**config.mk**
```make
export PLATFORM = sky130hd
export DESIGN_NAME = route_table_min_hop_core
export DESIGN_NICKNAME = d
export VERILOG_FILES = /design/src/rtl/rtmh_pkg.sv /design/src/rtl/rtmh_ram.sv /design/src/rtl/route_table_min_hop_core.sv
export SDC_FILE = /design/constraint.sdc
export NUM_CORES = 1
export LEC_CHECK = 0
export BUFFER_PORTS_ARGS = -buffer_cell sky130_fd_sc_hd__buf_2
export CORE_MARGIN = 10
export CORE_UTILIZATION = 56
export DETAILED_ROUTE_END_ITERATION = 6
export PLACE_DENSITY = 0.76
export SETUP_SLACK_MARGIN = 0.02
export SLEW_MARGIN = 20
export SYNTH_ARGS = -nofsm -noshare
export SYNTH_HDL_FRONTEND = slang
export SYNTH_HIERARCHICAL = 1
export SYNTH_SLANG_ARGS = --single-unit
```
**constraint.sdc**
```tcl
create_clock -name clk -period 4.2 [get_ports clk]
set_clock_uncertainty 0.2 [all_clocks]
set_input_delay 1.05 -clock clk [delete_from_list [all_inputs] [get_ports clk]]
set_output_delay 1.05 -clock clk [all_outputs]
set_load 0.02 [all_outputs]
```
**src/rtl/rtmh_pkg.sv**
```systemverilog
// Shared types and codes for the min-hop routing table.
`timescale 1ns / 1ps

package rtmh_pkg;

    // Operation codes on the mode field; any other code reads as lookup
    localparam logic [1:0] MODE_ADD = 2'd0;
    localparam logic [1:0] MODE_DEL = 2'd1;
    localparam logic [1:0] MODE_LKP = 2'd2;

    // Result status codes
    localparam logic [2:0] ST_INSERTED  = 3'd0;
    localparam logic [2:0] ST_IMPROVED  = 3'd1;
    localparam logic [2:0] ST_KEPT      = 3'd2;
    localparam logic [2:0] ST_FULL      = 3'd3;
    localparam logic [2:0] ST_DELETED   = 3'd4;
    localparam logic [2:0] ST_NOT_FOUND = 3'd5;
    localparam logic [2:0] ST_FOUND     = 3'd6;

    // One stored route
    typedef struct packed {
        logic [7:0] dest;
        logic [7:0] hop;
        logic [7:0] hops;
    } route_t;

    // Sequencer states
    typedef enum logic [2:0] {
        S_IDLE,
        S_SCAN,
        S_DECIDE,
        S_DEL_WR
    } state_t;

endpackage

```
**src/rtl/rtmh_ram.sv**
```systemverilog
// Generic single-port-write, single-port-read RAM with registered read data.
`timescale 1ns / 1ps

module rtmh_ram #(
    parameter int WIDTH = 24,
    parameter int DEPTH = 16
) (
    input  logic                                     clk,
    input  logic                                     wr_en,
    input  logic [(DEPTH > 1 ? $clog2(DEPTH) : 1)-1:0] wr_addr,
    input  logic [WIDTH-1:0]                         wr_data,
    input  logic                                     rd_en,
    input  logic [(DEPTH > 1 ? $clog2(DEPTH) : 1)-1:0] rd_addr,
    output logic [WIDTH-1:0]                         rd_data
);

    logic [WIDTH-1:0] mem [DEPTH];
    logic [WIDTH-1:0] rd_data_reg;

    // Write port
    always_ff @(posedge clk)
    begin
        if (wr_en)
        begin
            mem[wr_addr] <= wr_data;
        end
    end

    // Registered read port
    always_ff @(posedge clk)
    begin
        if (rd_en)
        begin
            rd_data_reg <= mem[rd_addr];
        end
    end

    assign rd_data = rd_data_reg;

endmodule

```
**src/rtl/route_table_min_hop_core.sv**
```systemverilog
// Top level of the min-hop routing table: search sequencer around the route RAM.
`timescale 1ns / 1ps

// Routing table of up to TABLE_ENTRIES routes kept in one synchronous RAM.
// An operation is taken when start is high and busy is low. Busy then stays
// high until the result is out. The RAM is searched one entry per cycle, in
// order, and a hit ends the search early. A delete that hits then passes
// through S_DEL_WR, which writes the last entry, read in S_DECIDE, into the
// freed slot. The result shows on status, found_gateway, found_hops and
// entry_count for exactly the one cycle in which done is high, and must be
// taken then: there is no back-pressure on the result side. A new operation
// may be started in that same cycle. Table contents need no clearing after
// reset: only entries below the count are ever read.
module route_table_min_hop_core
    import rtmh_pkg::*;
#(
    parameter int TABLE_ENTRIES = 16
) (
    input  logic       clk,
    input  logic       rst_n,
    input  logic       start,
    output logic       busy,
    input  logic [1:0] mode,
    input  logic [7:0] dest_addr,
    input  logic [7:0] gateway_addr,
    input  logic [7:0] hop_count,
    output logic       done,
    output logic [2:0] status,
    output logic [7:0] found_gateway,
    output logic [7:0] found_hops,
    output logic [4:0] entry_count
);

    localparam int CW = $clog2(TABLE_ENTRIES + 1);
    localparam int IW = (TABLE_ENTRIES > 1) ? $clog2(TABLE_ENTRIES) : 1;
    localparam logic [CW-1:0] FULL_COUNT = CW'(TABLE_ENTRIES);

    // Control registers
    state_t        state_reg, state_next;
    logic [CW-1:0] count_reg, count_next;
    logic [CW-1:0] scan_reg,  scan_next;
    logic          pend_reg,  pend_next;
    logic          hit_reg,   hit_next;
    logic          done_reg,  done_next;

    // Payload registers
    logic [1:0]    mode_reg,     mode_next;
    logic [7:0]    dest_reg,     dest_next;
    logic [7:0]    hop_reg,      hop_next;
    logic [7:0]    hops_reg,     hops_next;
    logic [IW-1:0] idx_reg,      idx_next;
    route_t        ent_reg,      ent_next;
    logic [2:0]    status_reg,   status_next;
    logic [7:0]    out_hop_reg,  out_hop_next;
    logic [7:0]    out_hops_reg, out_hops_next;

    // RAM port signals
    logic          wr_en;
    logic [IW-1:0] wr_addr;
    route_t        wr_data;
    logic          rd_en;
    logic [IW-1:0] rd_addr;
    route_t        rd_data;
    logic [CW-1:0] last_cnt;
    logic [CW+4:0] cnt_ext;

    rtmh_ram #(
        .WIDTH ($bits(route_t)),
        .DEPTH (TABLE_ENTRIES)
    ) u_ram (
        .clk     (clk),
        .wr_en   (wr_en),
        .wr_addr (wr_addr),
        .wr_data (wr_data),
        .rd_en   (rd_en),
        .rd_addr (rd_addr),
        .rd_data (rd_data)
    );

    assign last_cnt = count_reg - CW'(1);

    // Sequencer: scan, decide, optional move-last for delete
    always_comb
    begin
        state_next    = state_reg;
        count_next    = count_reg;
        scan_next     = scan_reg;
        pend_next     = pend_reg;
        hit_next      = hit_reg;
        done_next     = 1'b0;
        mode_next     = mode_reg;
        dest_next     = dest_reg;
        hop_next      = hop_reg;
        hops_next     = hops_reg;
        idx_next      = idx_reg;
        ent_next      = ent_reg;
        status_next   = status_reg;
        out_hop_next  = out_hop_reg;
        out_hops_next = out_hops_reg;
        wr_en         = 1'b0;
        wr_addr       = idx_reg;
        wr_data       = '{dest: dest_reg, hop: hop_reg, hops: hops_reg};
        rd_en         = 1'b0;
        rd_addr       = scan_reg[IW-1:0];

        unique case (state_reg)
            S_IDLE:
            begin
                if (start)
                begin
                    mode_next  = mode;
                    dest_next  = dest_addr;
                    hop_next   = gateway_addr;
                    hops_next  = hop_count;
                    scan_next  = '0;
                    pend_next  = 1'b0;
                    hit_next   = 1'b0;
                    state_next = S_SCAN;
                end
            end

            S_SCAN:
            begin
                // compare the entry read last cycle; on a miss, issue the next read while entries remain
                if (pend_reg && (rd_data.dest == dest_reg))
                begin
                    hit_next   = 1'b1;
                    ent_next   = rd_data;
                    pend_next  = 1'b0;
                    state_next = S_DECIDE;
                end
                else if (scan_reg < count_reg)
                begin
                    rd_en     = 1'b1;
                    rd_addr   = scan_reg[IW-1:0];
                    idx_next  = scan_reg[IW-1:0];
                    pend_next = 1'b1;
                    scan_next = scan_reg + CW'(1);
                end
                else
                begin
                    hit_next   = 1'b0;
                    pend_next  = 1'b0;
                    state_next = S_DECIDE;
                end
            end

            S_DECIDE:
            begin
                state_next    = S_IDLE;
                done_next     = 1'b1;
                out_hop_next  = 8'd0;
                out_hops_next = 8'd0;
                case (mode_reg)
                    MODE_ADD:
                    begin
                        if (hit_reg)
                        begin
                            if (hops_reg < ent_reg.hops)
                            begin
                                wr_en         = 1'b1;
                                wr_addr       = idx_reg;
                                status_next   = ST_IMPROVED;
                                out_hop_next  = hop_reg;
                                out_hops_next = hops_reg;
                            end
                            else
                            begin
                                status_next   = ST_KEPT;
                                out_hop_next  = ent_reg.hop;
                                out_hops_next = ent_reg.hops;
                            end
                        end
                        else if (count_reg != FULL_COUNT)
                        begin
                            wr_en         = 1'b1;
                            wr_addr       = count_reg[IW-1:0];
                            count_next    = count_reg + CW'(1);
                            status_next   = ST_INSERTED;
                            out_hop_next  = hop_reg;
                            out_hops_next = hops_reg;
                        end
                        else
                        begin
                            status_next = ST_FULL;
                        end
                    end
                    MODE_DEL:
                    begin
                        if (hit_reg)
                        begin
                            // fetch the last route to refill the freed slot
                            rd_en       = 1'b1;
                            rd_addr     = last_cnt[IW-1:0];
                            done_next   = 1'b0;
                            status_next = ST_DELETED;
                            state_next  = S_DEL_WR;
                        end
                        else
                        begin
                            status_next = ST_NOT_FOUND;
                        end
                    end
                    default:
                    begin
                        if (hit_reg)
                        begin
                            status_next   = ST_FOUND;
                            out_hop_next  = ent_reg.hop;
                            out_hops_next = ent_reg.hops;
                        end
                        else
                        begin
                            status_next = ST_NOT_FOUND;
                        end
                    end
                endcase
            end

            S_DEL_WR:
            begin
                wr_en      = 1'b1;
                wr_addr    = idx_reg;
                wr_data    = rd_data;
                count_next = last_cnt;
                done_next  = 1'b1;
                state_next = S_IDLE;
            end

            default:
            begin
                state_next = S_IDLE;
            end
        endcase
    end

    // Control state
    always_ff @(posedge clk or negedge rst_n)
    begin
        if (!rst_n)
        begin
            state_reg <= S_IDLE;
            count_reg <= '0;
            scan_reg  <= '0;
            pend_reg  <= 1'b0;
            hit_reg   <= 1'b0;
            done_reg  <= 1'b0;
        end
        else
        begin
            state_reg <= state_next;
            count_reg <= count_next;
            scan_reg  <= scan_next;
            pend_reg  <= pend_next;
            hit_reg   <= hit_next;
            done_reg  <= done_next;
        end
    end

    // Payload
    always_ff @(posedge clk)
    begin
        mode_reg     <= mode_next;
        dest_reg     <= dest_next;
        hop_reg      <= hop_next;
        hops_reg     <= hops_next;
        idx_reg      <= idx_next;
        ent_reg      <= ent_next;
        status_reg   <= status_next;
        out_hop_reg  <= out_hop_next;
        out_hops_reg <= out_hops_next;
    end

    // Outputs
    assign cnt_ext        = {5'd0, count_reg};
    assign busy           = (state_reg != S_IDLE);
    assign done           = done_reg;
    assign status         = status_reg;
    assign found_gateway  = out_hop_reg;
    assign found_hops     = out_hops_reg;
    assign entry_count    = cnt_ext[4:0];

    // Checks
    a_count_bound: assert property (@(posedge clk) disable iff (!rst_n)
        count_reg <= FULL_COUNT)
        else $error("route count beyond table size");

    a_done_idle: assert property (@(posedge clk) disable iff (!rst_n)
        done_reg |-> (state_reg == S_IDLE))
        else $error("result beat while sequencer still busy");

    a_done_pulse: assert property (@(posedge clk) disable iff (!rst_n)
        done_reg |=> !done_reg)
        else $error("result beat held longer than one cycle");

    a_count_stable: assert property (@(posedge clk) disable iff (!rst_n)
        (state_reg == S_SCAN) |=> $stable(count_reg))
        else $error("route count changed during search");

endmodule

```
==> impl_metrics.env <==
export IMPL_synthCells=952
export IMPL_synth_top_area_share_pct=73.95
export IMPL_cp_endpoint="u_ram/mem[1][3]$_DFFE_PP_"
export IMPL_met2_length_microns=19580
export IMPL_core_area_sq_mm=0.03370
export IMPL_hold_ws_ns=0.1808
export IMPL_synth_area_per_cell_sq_um=20.17
export IMPL_routed_wl_microns=40560
export IMPL_wl_met3_microns=3905
export IMPL_p_clk_share_pct=32.1
export IMPL_fin_ws_ns=0.6656
export IMPL_netSwitchingFraction_pct=27.47
export IMPL_rrSetupSlack_ns=0.67
export IMPL_slew_violations=0
export IMPL_rows=67
export IMPL_timing_fmax_mhz=282.9
export IMPL_fillers=2161
export IMPL_synthFlopType="edfxtp_1"
export IMPL_wl_met1_microns=15910
export IMPL_cp_required_ns=4.23
export IMPL_synthTopCellsByCount="edfxtp_1, mux4_2, nand2_1"
export IMPL_cts_tree="built"
export IMPL_p_int_mw=9.541
export IMPL_grt_usage_pct=19.64
export IMPL_highest_layer="met4"
export IMPL_crit_path_max_fanout=24
export IMPL_p_sw_mw=3.613
export IMPL_synth_edf_count=473
export IMPL_r2r_end="u_ram/mem[1][3]$_DFFE_PP_"
export IMPL_ctsHoldBuffers=0
export IMPL_run_status="complete, no violations"
export IMPL_cts_root_buffer="clkbuf_16"
export IMPL_seq_area_frac_synth_pct=75.91
export IMPL_async_flop_share_pct=3.074
export IMPL_hold_path_class="in -> async"
export IMPL_nets=1103
export IMPL_ir_drop_mv=0.3879
export IMPL_powerDensity_mw_per_mm2=601.7
export IMPL_die_y_microns=205.2
export IMPL_post_cts_buffers=0
export IMPL_largest_register_ffs=384
export IMPL_cts_htree_levels=2
export IMPL_rsz0062_at_grt="false"
export IMPL_first_pass_iters=4
export IMPL_synth_nets=1001
export IMPL_viasPerCell=6.286
export IMPL_die_w_microns=205.2
export IMPL_die_area_sq_mm=0.04210
export IMPL_vias=9681
export IMPL_start_util_pct=56.99
export IMPL_critPathArrivalTime_ns=3.57
export IMPL_overflow=0
export IMPL_slew_headroom_pct=34.98
export IMPL_ys_top_cells_by_area="edfxtp_1, mux4_2, dfrtp_1"
export IMPL_ctsResizeCount=0
export IMPL_grt_start_max_net_pins=97
export IMPL_seqPwrFrac_pct=47.6
export IMPL_timing_max_cap_violations=0
export IMPL_setup_viol=0
export IMPL_post_route_util_pct=64.88
export IMPL_start_kind="flip-flop"
export IMPL_synth_distinct_cells=45
export IMPL_drtIter0Drc=1002
export IMPL_numPortBuffers=54
export IMPL_drive_gt1_share_pct=28.94
export IMPL_grt_pass1_wl_microns=61930
export IMPL_crit_type="reg -> reg"
export IMPL_rr_worst_depth=10
export IMPL_end_kind="flip-flop"
export IMPL_synthesis_area_sq_mm=0.01921
export IMPL_worstMarginPinSlew_ns=0.9751
export IMPL_grt_pass1_vias=9980
export IMPL_postRouteAntennaNets=0
export IMPL_insertion_delay_ns=0.58
export IMPL_worstSetupStartpoint="hops_reg[5]$_DFFE_PP_"
export IMPL_comb_power_share_pct=20.3
export IMPL_fin_crit_ns=3.534
export IMPL_power_leakage_nw=7.117
export IMPL_yosysTopAreaCell="edfxtp_1"
export IMPL_clockBufferDepth=3
export IMPL_io_pins=55
export IMPL_diodes=0
export IMPL_yosys_warnings=6
export IMPL_dp_hpwl_microns=23600
export IMPL_drc=0
export IMPL_clk_pin_slew_ns=0.06
export IMPL_regArea_sq_mm=0.01458
export IMPL_area_growth_pct=13.84
export IMPL_yosys_register_bits=488
export IMPL_synth_most_common_cell="edfxtp_1"
export IMPL_cts_sinks=488
export IMPL_min_period_over_period_pct=84.15
export IMPL_pre_cts_ws_ns=0.7486
export IMPL_wl_per_cell_microns=26.34
export IMPL_gp_congestion=0.8004
export IMPL_reg2reg_from="hops_reg[5]$_DFFE_PP_"
export IMPL_hold_viol_final=0
export IMPL_multiInputGateArea_sq_mm=0.004433
export IMPL_antenna_found_initial=0
export IMPL_numCtsBuffers=48
[layout by cell type, fill, tap and decap left out, types with 19 or more instances in the layout]
master,synthesis,final
buf_4,0,38
edfxtp_1,473,473
inv_1,19,19
mux4_2,96,96
mux2_2,24,24
clkbuf_16,0,48
nand2_1,49,49
buf_2,12,54
ha_1,20,19
a22oi_1,48,48
[metal layers]
| layer | up-vias | track usage [%] |
|---|---|---|
| li1 | 4112 | - |
| met3 | 88 | 4.906 |
| met5 | - | 0 |
| met2 | 446 | 31.19 |
| met4 | 0 | 6.826 |
| met1 | 5035 | 26.22 |
[power groups by stage]
stage | Combinational (mW) | Sequential [mW] | Clock, mW
after floorplan | 1.82 | 6.35 | 0
after global placement | 2.63 | 6.34 | 0
after detailed placement | 2.66 | 6.35 | 0
after CTS | 2.69 | 6.26 | 4.28
after global routing | 2.89 | 6.29 | 4.50
final | 2.67 | 6.26 | 4.23
[worst min path at each step]
stage / start / slack [ns] / to / cells past startpoint
after floorplan: u_ram/rd_data[0]$_DFFE_PP_ / 0.22 / ent_reg[0]$_DFFE_PP_ / 0
after global placement: u_ram/rd_data[13]$_DFFE_PP_ / 0.22 / ent_reg[13]$_DFFE_PP_ / 0
after detailed placement: u_ram/rd_data[2]$_DFFE_PP_ / 0.23 / ent_reg[2]$_DFFE_PP_ / 0
after CTS: rst_n / 0.17 / scan_reg[3]$_DFFE_PN0P_ / 1
after global routing: rst_n / 0.20 / scan_reg[0]$_DFFE_PN0P_ / 1
final: rst_n / 0.18 / scan_reg[0]$_DFFE_PN0P_ / 1
[critical path: stages (launching register included)]
cell and delay [ns]:
edfxtp_1 0.45, ha_1 0.36, a21o_1 0.17, a21o_1 0.17, a21oi_1 0.20, o31a_4 0.20
a21o_1 0.13, a31o_2 0.22, or3b_2 0.56, nor2_2 0.14, buf_4 0.36
[cell type report]
cell class | count | share of cell area, %
flip-flops and latches | 488 | 66.68
well taps | 448 | 2.564
clock inverters | 32 | 1.528
multi-input cells | 400 | 20.27
inverters | 19 | 0.3262
repair buffers | 97 | 2.999
clock buffers | 56 | 5.631
[stage by stage]
stage | area [sq um] | total power, mW | std cells | TNS (ns)
after CTS | 21860 | 13.23 | 1540 | 0
after global routing | 21860 | 13.67 | 1540 | 0
after floorplan | 19220 | 8.168 | 952 | -2.040
final | 21860 | 13.15 | 1540 | 0
after detailed placement | 20300 | 9.015 | 1452 | 0
after global placement | 20300 | 8.964 | 1452 | 0
[cells by family after synthesis]
group / synth area share [%]
xor+xnor: 0.8208
buf+inv: 1.603
mux: 12.66
simple gates: 3.166
compound gates: 4.534
fa+ha+maj: 1.303
flops: 75.91
No activity file was read; power rests on OpenSTA's default activity.
